[config.mk]
export PLATFORM = sky130hd
export DESIGN_NAME = lrbd_queue
export DESIGN_NICKNAME = d
export VERILOG_FILES = /design/src/hdl/lrbd_pkg.sv /design/src/hdl/lrbd_queue.sv
export SDC_FILE = /design/constraint.sdc
export NUM_CORES = 1
export LEC_CHECK = 0
export ABC_CLOCK_PERIOD_IN_PS = 2700
export BUFFER_PORTS_ARGS = -buffer_cell sky130_fd_sc_hd__buf_2
export CORE_UTILIZATION = 45
export CTS_CLUSTER_DIAMETER = 100
export DETAILED_ROUTE_END_ITERATION = 8
export PLACE_DENSITY = 0.69
export SYNTH_ARGS = -nofsm -noshare
export SYNTH_HDL_FRONTEND = slang
export SYNTH_SLANG_ARGS = --single-unit
[constraint.sdc]
create_clock -name clk -period 2.7 [get_ports clk]
set_input_delay 0.135 -clock clk [delete_from_list [all_inputs] [get_ports clk]]
set_output_delay 0.135 -clock clk [all_outputs]
set_load 0.05 [all_outputs]
[src/hdl/lrbd_pkg.sv]
// Shared constants and types of the luma row boundary detector.
package lrbd_pkg;

  localparam int LUMA_W    = 8;
  localparam int CFG_W     = 13;
  localparam int THR_W     = 8;
  localparam int ACC_W     = 20;
  localparam int ROW_OUT_W = 12;
  localparam int PAIR_W    = 11;
  localparam int CFG_IDX_W = 2;
  localparam int OUT_DATA_W = 48;

  localparam int DEF_MAX_WIDTH  = 4096;
  localparam int DEF_MAX_HEIGHT = 4096;
  localparam int DEF_QUEUE_DEPTH = 4;

  localparam logic [CFG_W-1:0] RST_FRAME_WIDTH    = 13'd1920;
  localparam logic [CFG_W-1:0] RST_FRAME_HEIGHT   = 13'd1080;
  localparam logic [THR_W-1:0] RST_MEAN_THRESHOLD = 8'd32;

  localparam logic [ACC_W-1:0] ACC_MAX = {ACC_W{1'b1}};

  typedef enum logic [CFG_IDX_W-1:0] {
    REG_FRAME_WIDTH    = 2'd0,
    REG_FRAME_HEIGHT   = 2'd1,
    REG_MEAN_THRESHOLD = 2'd2
  } cfg_reg_t;

  // Per-pixel classification handed from the front to the back
  typedef struct packed {
    logic clr;         // clear accumulator and skip flag before this pixel
    logic has_prev;    // row above exists, accumulate the difference
    logic row_end;     // last pixel of its row
    logic wrap_after;  // row counter wraps after this row
  } ctl_t;

endpackage

[src/hdl/lrbd_queue.sv]
// Small flop-based queue between the front and back ends.
module lrbd_queue #(
  parameter int DATA_W = 8,
  parameter int DEPTH  = lrbd_pkg::DEF_QUEUE_DEPTH
) (
  input  logic              clk,
  input  logic              rst_n,
  input  logic              push,
  input  logic [DATA_W-1:0] din,
  input  logic              pop,
  output logic [DATA_W-1:0] dout,
  output logic              not_empty,
  output logic              not_full
);

  localparam int PTR_W = (DEPTH > 1) ? $clog2(DEPTH) : 1;
  localparam int CNT_W = $clog2(DEPTH+1);

  logic [DATA_W-1:0] entry_r [DEPTH];
  logic [PTR_W-1:0]  wr_ptr_r, rd_ptr_r;
  logic [CNT_W-1:0]  count_r;

  assign dout      = entry_r[rd_ptr_r];
  assign not_empty = (count_r != '0);
  assign not_full  = (count_r != CNT_W'(DEPTH));

  always_ff @(posedge clk) begin
    if (push) begin
      entry_r[wr_ptr_r] <= din;
    end
  end

  always_ff @(posedge clk) begin
    if (!rst_n) begin
      wr_ptr_r <= '0;
      rd_ptr_r <= '0;
      count_r  <= '0;
    end else begin
      if (push) begin
        wr_ptr_r <= (wr_ptr_r == PTR_W'(DEPTH-1)) ? '0 : wr_ptr_r + 1'b1;
      end
      if (pop) begin
        rd_ptr_r <= (rd_ptr_r == PTR_W'(DEPTH-1)) ? '0 : rd_ptr_r + 1'b1;
      end
      unique case ({push, pop})
        2'b10:   count_r <= count_r + 1'b1;
        2'b01:   count_r <= count_r - 1'b1;
        default: count_r <= count_r;
      endcase
    end
  end

`ifndef NO_ASSERTIONS
  a_no_pop_empty: assert property (@(posedge clk) disable iff (!rst_n)
    pop |-> count_r != '0) else $error("queue popped while empty");
  a_no_push_full: assert property (@(posedge clk) disable iff (!rst_n)
    push |-> count_r != CNT_W'(DEPTH)) else $error("queue pushed while full");
`endif

endmodule

==> flow_summary.yaml <==
run_status:
  status: "complete, no violations"
synthesis:
  synthSimpleGateAreaFrac: 0.0610
  synth-compound-area-share: 0.0185
  syn-num-nets: 108
  synth_top_family_by_area: "multiplexers"
  yosysUniqueCellTypes: 21
  synth_area_leaders: "edfxtp_1 59%, dfxtp_1 11%, mux4_2 11%"
  async_flop_share: 0
  synth_mux_area_frac: 0.123
  yosys_warnings: 0
  synth_common_cells: "32 x edfxtp_1, 9 x dfxtp_1, 8 x mux4_2"
  synth_xor_area_frac: 0.0108
  synth.most_common_cell: "edfxtp_1"
  synth_cells: 89
  synth_edf_count: 32
  synth-main-ff-cell: "edfxtp_1"
  synth_seq_cells: 41
  syn_area_per_cell_um2: 18.2
  ys_seq_area_frac: 0.704
  syn_area_um2: 1620
  synth.top_cell.area_share: 0.593
  yosys.area.top_type: "edfxtp_1"
  synthAdderAreaFrac: 0.0586
timing:
  clock.fmax_mhz: 513
  rsz0062_at_grt: "false"
  finalHoldViolCount: 0
  setup_viol: 0
  finalCriticalPeriod_ps: 1950
  slew-limit-headroom: 0.629
  finalSetupTns_ps: 0
  period_share: 0.723
  clock_skew_ps: 5.96
  tightest_slew_ps: 556
  drv_slew: 0
placed_design:
  dp_hpwl_um: 1630
  port_buffers: 21
  dpl_cell_area_um2: 1770
  place.gp.congestion: 0.667
floorplan:
  rows: 21
  core_area_um2: 3390
  dieWidth_um: 62.0
  dieArea_um2: 3850
  initial_core_util: 0.478
  die_h_um: 62.0
  io_pins: 22
pwr:
  internal_power_uw: 881
  leakagePower_nw: 0.687
  combPwrFrac: 0.169
  powerDensity_nw_per_um2: 638
  p_seq_frac: 0.607
  p_clk_frac: 0.225
  swShare: 0.272
  ir_drop_mv: 0.345
  power.switching_uw: 329
worst_setup_path:
  crit_buf_inv: 1
  start_kind: "flop"
  cp-endpoint: "dout[5]"
  criticalPathCategory: "reg2out"
  required_ps: 2570
  timing.rr.start: "count_r[0]"
  crit_chain: "mux4_2 > buf_2"
  cp_top_family: "flip-flops"
  arrival_ps: 1820
  reg2reg_depth: 5
  worstSetupEndpointType: "output pin"
  slowest_stage: "dfxtp_1"
  path_max_fanout: 8
  r2r-end: "count_r[2]"
  crit_cells: 2
  rrSetupSlack_ps: 1120
  cp_slowest_stage_delay_ps: 690
clock_tree:
  cts_made_buffers: 5
  clk_pin_slew_ps: 100
  cts.path.max_buffers: 2
  insertion_delay_ps: 340
  cts-root-buf: "clkbuf_4"
  cts.sinks: 41
  htreeDepth: 2
  cts_tree: "yes"
  cts_setup_buffers: 0
global_route:
  antenna_found_initial: 0
  grt_remaining_overflow: 0
  grt_max_degree: 13
  grt_pass1_vias: 820
  grt_pass1_wl_um: 3680
  grt_use_total: 0.148
routing:
  viasPerCell: 4.83
  postRouteAntennaNets: 0
  wire_per_inst_um: 13.6
  drcViolationCount: 0
  drt_iter0_drc: 24
  vias: 821
  wl_um: 2320
  drt_pre_antenna_iters: 4
run:
  max_cap_viol_count: 0
cells_and_area:
  area_growth_pct: 17.1
  n_antenna_cell: 0
  postLayoutCellArea_um2: 1900
  drive_gt1_frac: 0.282
  design.final.nets: 142
  nFillCells: 290
worst_hold_path:
  hold_start: "rst_n"
  hp-class: "in2reg"
==> metal layers <==
| layer | vias up | share of wire | track usage |
|---|---|---|---|
| met2 | 19 | 0.50 | 0.252 |
| li1 | 401 | - | - |
| met4 | 0 | 0.025 | 0.0857 |
| met3 | 8 | 0.051 | 0.0580 |
| met1 | 393 | 0.42 | 0.156 |
| met5 | - | 0 | 0 |
==> worst min path at each step <==
| stage | endpoint | slack (ps) | depth (start not counted) |
|---|---|---|---|
| global placement | entry_r[2][4] | 340 | 1 |
| floorplan | entry_r[0][0] | 230 | 0 |
| CTS | count_r[0] | 70 | 2 |
| finish | count_r[0] | 80 | 2 |
| global route | rd_ptr_r[0] | 70 | 2 |
| detailed placement | entry_r[3][5] | 350 | 1 |
==> per-stage QoR <==
stage / util / instances / hold WS, ps / total power, mW / setup slack, ps
final: 0.560 / 170 / 80.8 / 1.21 / 749
after global routing: 0.560 / 170 / 74.7 / 1.27 / 592
after CTS: 0.560 / 170 / 69.4 / 1.23 / 670
after detailed placement: 0.522 / 154 / 354 / 0.949 / 1050
after global placement: 0.522 / 154 / 344 / 0.939 / 1090
after floorplan: - / 89 / 234 / 0.898 / 1240
==> cells by family after synthesis <==
kind of cell | count (synthesis)
mux | 10
compound gates | 5
flops | 41
buf+inv | 8
simple gates | 16
fa+ha+maj | 7
xor+xnor | 2
==> power by group through the flow <==
stage	Sequential [mW]	Clock [mW]	Combinational [mW]
after floorplan	0.737	0	0.161
after global placement	0.747	0	0.192
after detailed placement	0.751	0	0.198
after CTS	0.736	0.287	0.207
after global routing	0.740	0.311	0.223
final	0.734	0.272	0.204
==> layout by cell type (no fill, tap or decap), drive strengths merged, types with 3 or more instances in the layout <==
cell / Yosys / layout
and2: 6 / 6
buf: 1 / 21
clkbuf: 1 / 5
clkinv: 0 / 3
dfxtp: 9 / 9
dlygate4sd3: 0 / 8
edfxtp: 32 / 32
ha: 6 / 6
inv: 6 / 6
mux4: 8 / 8
nor2b: 4 / 4
==> flip-flops by register name, indices dropped and copies added, names as in the netlist, named ones only <==
name,flops
entry_r,32
rd_ptr_r,2
wr_ptr_r,2
count_r,3
==> cell type report <==
cell class,instances,area (µm²),area share
clock inverters,3,12.5,0.00659
repair buffers,29,185,0.0976
clock buffers,5,37.5,0.0198
inverters,6,22.5,0.0119
multi-input cells,40,442,0.233
flip-flops and latches,41,1140,0.601
well taps,46,57.6,0.0303
==> what timing repair did <==
item | 4_1_cts | 5_1_grt
resized for setup | 0 | 0
hold buffers | 8 | 0
hold endpoints to repair | 32 | 0
Power figures use the tool's default switching activity.
