--- src/hdl/lrbd_pkg.sv ---
// Shared constants and types of the luma row boundary detector.
package lrbd_pkg;

  localparam int LUMA_W    = 8;
  localparam int CFG_W     = 13;
  localparam int THR_W     = 8;
  localparam int ACC_W     = 20;
  localparam int ROW_OUT_W = 12;
  localparam int PAIR_W    = 11;
  localparam int CFG_IDX_W = 2;
  localparam int OUT_DATA_W = 48;

  localparam int DEF_MAX_WIDTH  = 4096;
  localparam int DEF_MAX_HEIGHT = 4096;
  localparam int DEF_QUEUE_DEPTH = 4;

  localparam logic [CFG_W-1:0] RST_FRAME_WIDTH    = 13'd1920;
  localparam logic [CFG_W-1:0] RST_FRAME_HEIGHT   = 13'd1080;
  localparam logic [THR_W-1:0] RST_MEAN_THRESHOLD = 8'd32;

  localparam logic [ACC_W-1:0] ACC_MAX = {ACC_W{1'b1}};

  typedef enum logic [CFG_IDX_W-1:0] {
    REG_FRAME_WIDTH    = 2'd0,
    REG_FRAME_HEIGHT   = 2'd1,
    REG_MEAN_THRESHOLD = 2'd2
  } cfg_reg_t;

  // Per-pixel classification handed from the front to the back
  typedef struct packed {
    logic clr;         // clear accumulator and skip flag before this pixel
    logic has_prev;    // row above exists, accumulate the difference
    logic row_end;     // last pixel of its row
    logic wrap_after;  // row counter wraps after this row
  } ctl_t;

endpackage

--- src/hdl/lrbd_front.sv ---
// Front end: column/row counters and per-pixel classification.
module lrbd_front #(
  parameter int MAX_WIDTH  = lrbd_pkg::DEF_MAX_WIDTH,
  parameter int MAX_HEIGHT = lrbd_pkg::DEF_MAX_HEIGHT
) (
  input  logic                                 clk,
  input  logic                                 rst_n,
  input  logic                                 accept,
  input  logic                                 frame_start,
  input  logic [$clog2(MAX_WIDTH+1)-1:0]       eff_width,
  input  logic [$clog2(MAX_HEIGHT+1)-1:0]      eff_height,
  output lrbd_pkg::ctl_t                       ctl,
  output logic [$clog2(MAX_WIDTH)-1:0]         col,
  output logic [$clog2(MAX_HEIGHT)-1:0]        upper
);

  localparam int COL_W  = $clog2(MAX_WIDTH);
  localparam int ROW_W  = $clog2(MAX_HEIGHT);
  localparam int WCNT_W = $clog2(MAX_WIDTH+1);
  localparam int HCNT_W = $clog2(MAX_HEIGHT+1);

  logic [COL_W-1:0]  col_r, col_nxt, col_s, col_c;
  logic [ROW_W-1:0]  row_r, row_nxt, row_s, row_c;
  logic [HCNT_W-1:0] row_inc;
  logic              row_wrap;

  always_comb begin
    col_s    = frame_start ? '0 : col_r;
    row_s    = frame_start ? '0 : row_r;
    // width lowered mid-row: clamp to the last column
    col_c    = (WCNT_W'(col_s) >= eff_width) ? COL_W'(eff_width - 1'b1) : col_s;
    row_wrap = (HCNT_W'(row_s) >= eff_height);
    row_c    = row_wrap ? '0 : row_s;
    row_inc  = HCNT_W'(row_c) + 1'b1;

    ctl.clr        = frame_start | row_wrap;
    ctl.has_prev   = (row_c != '0);
    ctl.row_end    = ((WCNT_W'(col_c) + 1'b1) >= eff_width);
    ctl.wrap_after = (row_inc >= eff_height);

    col   = col_c;
    upper = row_c - 1'b1;

    if (ctl.row_end) begin
      col_nxt = '0;
      row_nxt = ctl.wrap_after ? '0 : ROW_W'(row_inc);
    end else begin
      col_nxt = col_c + 1'b1;
      row_nxt = row_c;
    end
  end

  always_ff @(posedge clk) begin
    if (!rst_n) begin
      col_r <= '0;
      row_r <= '0;
    end else if (accept) begin
      col_r <= col_nxt;
      row_r <= row_nxt;
    end
  end

endmodule

--- config.mk ---
export PLATFORM = sky130hd
export DESIGN_NAME = lrbd_front
export DESIGN_NICKNAME = d
export VERILOG_FILES = /design/src/hdl/lrbd_pkg.sv /design/src/hdl/lrbd_front.sv
export SDC_FILE = /design/constraint.sdc
export NUM_CORES = 1
export LEC_CHECK = 0
export ABC_AREA = 1
export BUFFER_PORTS_ARGS = -buffer_cell sky130_fd_sc_hd__clkbuf_2
export CORE_ASPECT_RATIO = 1.4
export CORE_UTILIZATION = 40
export DETAILED_ROUTE_END_ITERATION = 10
export MAX_ROUTING_LAYER = met4
export PLACE_DENSITY_LB_ADDON = 0.1
export RECOVER_POWER = 100
export SKIP_LAST_GASP = 1
export SLEW_MARGIN = 20
export SYNTH_ARGS = -nofsm -noshare
export SYNTH_HDL_FRONTEND = slang
export SYNTH_SLANG_ARGS = --single-unit
--- constraint.sdc ---
create_clock -name clk -period 9.2 [get_ports clk]
set_input_delay 2.3 -clock clk [delete_from_list [all_inputs] [get_ports clk]]
set_output_delay 2.3 -clock clk [all_outputs]
set_load 0.02 [all_outputs]
==> results.cfg, run 1 <==
[placement]
dp_worst_setup_slack_ps = 196
post-dp-hpwl_microns = 10400
placement_stage_cell_area_sq_um = 4470
placedCellCount = 806
buffers_added_on_ports = 57
gpl.final_weighted_congestion = 0.921

[finish]
area.growth.synth_to_final_pct = 12.8
multi_input_combinational_cell_area_sq_um = 3110
postLayoutCellArea_sq_um = 4590
num_antenna_cells = 0
nFillCells = 1135
final_net_count = 761
post_route_cells_drive_above_1_share = 0.221
instances_no_fill = 810
layout.area.seq_sq_um = 480

[sta]
skew_ps = 4.23
timing.final.crit_period_ps = 8850
holdWs_ps = 465
timing.final.ws_setup_ps = 352
rsz0062_at_grt = yes
worst_slew_pin_slew_ps = 979
setup_viol_count_final = 0
timing.final.hold_violations = 0
timing.max_slew.rel_slack = 0.345
setup-tns-final_ps = 0
fin_crit_sh = 0.962
finalMaxSlewViolations = 0
clock.fmax_mhz = 113

[synth]
netlist_instances = 621
synth-seq-area-share = 0.118
synth_area_leaders = sky130_fd_sc_hd__ha_1, sky130_fd_sc_hd__dfxtp_1, sky130_fd_sc_hd__nand2_1
synth_area_sq_um = 4070
prevailing_post_synth_register_cell = sky130_fd_sc_hd__dfxtp_1
synth_warn = 0
netlist-cell-type-count = 46
synth_area_leader_cell = sky130_fd_sc_hd__ha_1
async_flop_share = 0
total_nets_after_synthesis = 706
synth_top_cell_area_share = 0.169
synth_most_common_cell = sky130_fd_sc_hd__nand2_1
synth_enable_flop_cells = 0
synth_commonest_cells = sky130_fd_sc_hd__nand2_1, sky130_fd_sc_hd__inv_1, sky130_fd_sc_hd__nor2_1
syn_area_per_cell_sq_um = 6.55
synth-seq-cells = 24

[setup_path]
critical_path_peak_fanout = 20
regToRegStartpoint = row_r[10]
reg2reg_depth = 26
timing_worst_setup_path_type = in -> out
critical_path_arrival_ps = 6550
reg2reg_to = row_r[7]
start_kind = input pin
worst_ep_required_time_ps = 6900
setup.reg_to_reg.worst_slack_ps = 4060
critPathCaptureType = primary output
cp-startpoint = frame_start

[power_and_ir_drop]
pwr-share-seq = 0.344
switching_share = 0.295
power.share.combinational = 0.258
internal-power_uw = 219
vdd_ir_drop_max_uv = 53.3
power_density_nw_per_um2 = 67.6
leak_pwr_uw = 0.00250
power.switching_uw = 91.5
clock_power_share = 0.399

[route]
detailroute.via_count = 4074
drt.antenna.violating_nets = 0
detail_route.iter0.violations = 123
detail_route.vias_per_cell = 5.03
detail_route.drc_violations = 0
drt-total-wl_microns = 11900
detail_route.first_pass.iterations = 4
routed_wire_length_per_instance_microns = 14.7

[worst_hold_path]
min-delay-start = col_r[1]
hold_path_end = col_r[1]
worst_hold_path_type = reg -> reg
number_of_stages_on_the_worst_hold_path = 2

[grt]
grt_first_pass_wirelength_microns = 18600
global_route.usage.total = 0.237
global_route.overflow_total = 0
first_global_vias = 4001
pin_count_of_the_biggest_net_entering_global_routing = 28
antenna_found_initial = 0

[cts]
path_clk_slew_ps = 60
cts.path.max_buffers = 2
clock_insertion_delay_at_the_later_pin_of_the_skew_report_ps = 260
clockRootBuffer = sky130_fd_sc_hd__clkbuf_16
cts_max_level = 1
numClockSinks = 24
postCtsSetupRepairBufs = 0
cts_tree = yes
num_cts_buffers = 3

[die]
initial_utilization = 0.411
io_pins = 58
core_sq_um = 9900
die-area_sq_um = 10600
die_height_microns = 121
die_w_microns = 87.2
floorplan.rows = 43

[run_status]
status = completed

[job]
drv.max_cap_violation_count = 0
metal layers:
layer  wire (microns)  share of wire  global-route usage
met1             4510           0.38               0.233
met2             6620           0.56               0.465
met3              290          0.024             0.00748
met4              457          0.038               0.120
met5                0              0                   -
worst max-delay path by stage:
stage	cells past startpoint	endpoint
after floorplan	23	ctl[1]
after global placement	25	ctl[0]
after detailed placement	25	ctl[0]
after CTS	26	ctl[0]
after global routing	26	ctl[1]
final	25	ctl[0]
worst max-delay path, stage by stage:
cell and delay, ps:
sky130_fd_sc_hd__buf_2 330, sky130_fd_sc_hd__inv_1 230, sky130_fd_sc_hd__nand2_1 160, sky130_fd_sc_hd__inv_1 100, sky130_fd_sc_hd__ha_1 300, sky130_fd_sc_hd__nand3_1 80, sky130_fd_sc_hd__nor2_1 50, sky130_fd_sc_hd__nand3b_1 90
sky130_fd_sc_hd__nand2_1 90, sky130_fd_sc_hd__nor2_4 190, sky130_fd_sc_hd__nand2_4 100, sky130_fd_sc_hd__nor2_1 310, sky130_fd_sc_hd__ha_1 250, sky130_fd_sc_hd__inv_1 60, sky130_fd_sc_hd__nor2_2 260, sky130_fd_sc_hd__nand2_2 110
sky130_fd_sc_hd__inv_2 70, sky130_fd_sc_hd__nand2_1 60, sky130_fd_sc_hd__nor4_1 270, sky130_fd_sc_hd__ha_1 320, sky130_fd_sc_hd__a21oi_1 150, sky130_fd_sc_hd__o21ai_0 160, sky130_fd_sc_hd__a21oi_1 180, sky130_fd_sc_hd__nand3_1 130
sky130_fd_sc_hd__clkbuf_2 180
what timing repair did:
item / 4_1_cts / 5_1_grt
hold buffers: 0 / 0
endpoints found under the setup margin: 0 / 2
gates resized for setup: 0 / 3
final cells by class:
cell class,instances,share of cell area
multi-input cells,481,0.679
flip-flops and latches,24,0.105
inverters,105,0.0879
repair buffers,61,0.0688
well taps,135,0.0368
clock buffers,3,0.0164
clock inverters,1,0.00655
layout by cell type (no fill, tap or decap), drive strengths merged, types with 5 or more instances in the layout:
cell type	instances
a22oi	5
clkbuf	59
buf	5
dfxtp	24
o21ai	17
nand3	51
and2	10
a21oi	53
xor2	22
nand4	18
nor2	77
ha	55
inv	101
nand2	152
registers in the layout, indices dropped and copies added, names as in the netlist:
name / cells
col_r: 12
row_r: 12
kinds of logic (layout without fill, tap and decap cells):
family          count (synthesis)  count (layout)  share of synthesized area
xor+xnor                       25              25                     0.0557
compound gates                 80              80                      0.114
simple gates                  321             321                      0.425
flops                          24              24                      0.118
fa+ha+maj                      55              55                      0.169
buf+inv                       116             170                      0.118
stage by stage:
step	total power, uW	util
after detailed placement	190	0.452
final	310	0.463
after floorplan	162	-
after global routing	327	0.463
after global placement	188	0.452
after CTS	316	0.462
power groups by stage:
stage / Clock, uW / Sequential [uW] / Combinational, uW
2_1_floorplan: 0 / 109 / 53.5
6_report: 124 / 107 / 79.9
3_5_place_dp: 0 / 109 / 80.8
4_1_cts: 128 / 106 / 81.1
3_3_place_gp: 0 / 109 / 79.6
5_1_grt: 131 / 107 / 89.3
No activity file was read; power rests on OpenSTA's default activity.
==> run 2: changes to the inputs <==
--- a/config.mk
+++ b/config.mk
@@ -11,7 +11,7 @@
 export CORE_UTILIZATION = 40
 export DETAILED_ROUTE_END_ITERATION = 10
 export MAX_ROUTING_LAYER = met4
-export PLACE_DENSITY_LB_ADDON = 0.1
+export PLACE_DENSITY = 0.57
 export RECOVER_POWER = 100
 export SKIP_LAST_GASP = 1
 export SLEW_MARGIN = 20
==> run 2 against run 1 <==
  * Cell count unchanged
  * Via count up 1.4%
  * Sequential share of layout area up 0.21 points
  * Sequential cell count unchanged
  * Largest cell class unchanged
==> results.cfg, run 2 (synthesis gave the netlist of run 1 again) <==
[finish]
instances_no_fill = 810
layout_commonest_cell = sky130_fd_sc_hd__nand2_1
num_antenna_cells = 0
area.growth.synth_to_final_pct = 10.6
final_net_count = 761
layout_common_cells = sky130_fd_sc_hd__nand2_1, sky130_fd_sc_hd__inv_1, sky130_fd_sc_hd__nor2_1, sky130_fd_sc_hd__ha_1, sky130_fd_sc_hd__a21oi_1
post_route_cells_drive_above_1_share = 0.182
finalCoreUtilization = 0.454
reg_top3 = col_r x12, row_r x12
nFillCells = 1138

[setup_path]
critPathMostFrequentCell = sky130_fd_sc_hd__nand2_1
reg2reg_depth = 26
critical_path.max_stage_delay_ps = 590
setup.reg_to_reg.worst_slack_ps = 3890
critical_path_peak_fanout = 20
timing_worst_setup_path_type = in -> out
worst_ep_required_time_ps = 6900
critPathCaptureType = primary output
critical_path_arrival_ps = 6550
timing.critical_path.buf_inv = 6
crit_slowest_cell = sky130_fd_sc_hd__clkbuf_1
crit_family = simple AND/OR/NAND/NOR gates
regToRegStartpoint = col_r[10]
reg2reg_to = col_r[6]
start_kind = input pin

[grt]
antenna_found_initial = 0
global_route.overflow_total = 0
grt_first_pass_wirelength_microns = 18400
pin_count_of_the_biggest_net_entering_global_routing = 28
first_global_vias = 3944
global_route.usage.total = 0.233

[worst_hold_path]
worst_hold_path_type = reg -> reg
hold_path_end = col_r[8]
number_of_stages_on_the_worst_hold_path = 2
min-delay-start = col_r[8]

[sta]
rsz0062_at_grt = no
setup_viol_count_final = 0
timing.max_slew.rel_slack = 0.370
holdWs_ps = 465
timing.final.hold_violations = 0
setup-tns-final_ps = 0
fin_crit_sh = 0.962
worst_slew_pin_slew_ps = 942
skew_ps = 5.03
clock.fmax_mhz = 113
finalMaxSlewViolations = 0
timing.final.crit_period_ps = 8850

[power_and_ir_drop]
power.switching_uw = 92.0
pwr-share-seq = 0.344
switching_share = 0.297
power.share.combinational = 0.253
power_density_nw_per_um2 = 68.8
vdd_ir_drop_max_uv = 55.4
leak_pwr_uw = 0.00241
clock_power_share = 0.402
internal-power_uw = 217

[route]
detail_route.first_pass.iterations = 5
detail_route.drc_violations = 0
drt.antenna.violating_nets = 0
routed_wire_length_per_instance_microns = 14.3
detail_route.vias_per_cell = 5.10
drt-total-wl_microns = 11600
detailroute.via_count = 4132
detail_route.iter0.violations = 163

[cts]
cts.path.max_buffers = 2
cts_max_level = 1
cts_tree = yes
path_clk_slew_ps = 60
num_cts_buffers = 3
clockRootBuffer = sky130_fd_sc_hd__clkbuf_16
numClockSinks = 24
clock_insertion_delay_at_the_later_pin_of_the_skew_report_ps = 260
postCtsSetupRepairBufs = 0

[run_status]
status = completed

[die]
die-area_sq_um = 10600
die_height_microns = 121
core_sq_um = 9900
die_w_microns = 87.2
floorplan.rows = 43
io_pins = 58
initial_utilization = 0.411

[placement]
buffers_added_on_ports = 57
post-dp-hpwl_microns = 10100
placedCellCount = 806
gpl.final_weighted_congestion = 0.919

[job]
drv.max_cap_violation_count = 0
-- run 2: cell types whose count changed in the layout (fill, tap and decap cells not counted), sizes merged --
| cell | previous run | this run |
|---|---|---|
| buf | 5 | 2 |
| clkbuf | 59 | 62 |
-- run 2: worst reg2reg max path, stage by stage (launching register included) --
cell                       delay, ps
sky130_fd_sc_hd__dfxtp_1         310
sky130_fd_sc_hd__inv_1            50
sky130_fd_sc_hd__nor2_1           60
sky130_fd_sc_hd__ha_1            310
sky130_fd_sc_hd__nand2_1          80
sky130_fd_sc_hd__nor2_4          160
sky130_fd_sc_hd__and2_4          170
sky130_fd_sc_hd__nand2_4         110
sky130_fd_sc_hd__nand3_2         120
sky130_fd_sc_hd__clkbuf_1        590
sky130_fd_sc_hd__nand2_4          70
sky130_fd_sc_hd__nand2_1         400
sky130_fd_sc_hd__clkinv_4        120
sky130_fd_sc_hd__nand2_1         150
sky130_fd_sc_hd__nand2_1          70
sky130_fd_sc_hd__inv_1            90
sky130_fd_sc_hd__ha_1            260
sky130_fd_sc_hd__a21oi_1         160
sky130_fd_sc_hd__o21ai_0         100
sky130_fd_sc_hd__a21oi_1         190
sky130_fd_sc_hd__nor2_1           80
sky130_fd_sc_hd__o21ai_0         140
sky130_fd_sc_hd__nand3_1         110
sky130_fd_sc_hd__clkbuf_1        210
sky130_fd_sc_hd__nor2_1          750
sky130_fd_sc_hd__nand3_1         210
sky130_fd_sc_hd__a21oi_1         160
-- run 2: metrics by stage --
step | cell area, sq um | worst slack [ps] | total power, uW
floorplan | 4070 | 1100 | 162
global placement | 4470 | 220 | 187
detailed placement | 4470 | 152 | 189
CTS | 4580 | 140 | 314
global route | 4500 | 24.5 | 325
finish | 4500 | 354 | 310
-- run 2: timing repair --
item / CTS / global route
endpoints found under the setup margin: 0 / 1
hold buffers: 0 / 0
gates resized for setup: 0 / 4
endpoints found under the hold margin: 0 / 0
-- run 2: cell type report --
| cell class | count | area (sq um) | share of cell area |
|---|---|---|---|
| Tap cell | 135 | 169 | 0.0376 |
| Timing Repair Buffer | 61 | 289 | 0.0643 |
| Clock buffer | 3 | 75.1 | 0.0167 |
| Inverter | 105 | 403 | 0.0896 |
| Clock inverter | 1 | 30.0 | 0.00668 |
| Multi-Input combinational cell | 481 | 3050 | 0.678 |
| Sequential cell | 24 | 480 | 0.107 |
-- run 2: layer usage --
metal | vias up | GRT usage | routed length, microns
li1 | 2121 | - | -
met2 | 104 | 0.447 | 6240
met1 | 1879 | 0.232 | 4540
met4 | 0 | 0.132 | 577
met3 | 28 | 0.00680 | 241
met5 | - | - | 0
-- run 2: worst max path at each step --
stage	start	end	slack [ps]	cells past startpoint
after floorplan	frame_start	ctl[1]	1100	23
after global placement	frame_start	ctl[0]	220	25
after detailed placement	frame_start	ctl[0]	150	25
after CTS	frame_start	ctl[0]	140	25
after global routing	frame_start	ctl[1]	20	26
final	frame_start	ctl[1]	350	26
-- run 2: power by group through the flow --
| stage | logic (uW) | registers, uW | clock network [uW] |
|---|---|---|---|
| floorplan | 53.5 | 109 | 0 |
| global placement | 78.4 | 109 | 0 |
| detailed placement | 79.9 | 109 | 0 |
| CTS | 80.2 | 107 | 128 |
| global route | 88.1 | 107 | 131 |
| finish | 78.4 | 107 | 125 |
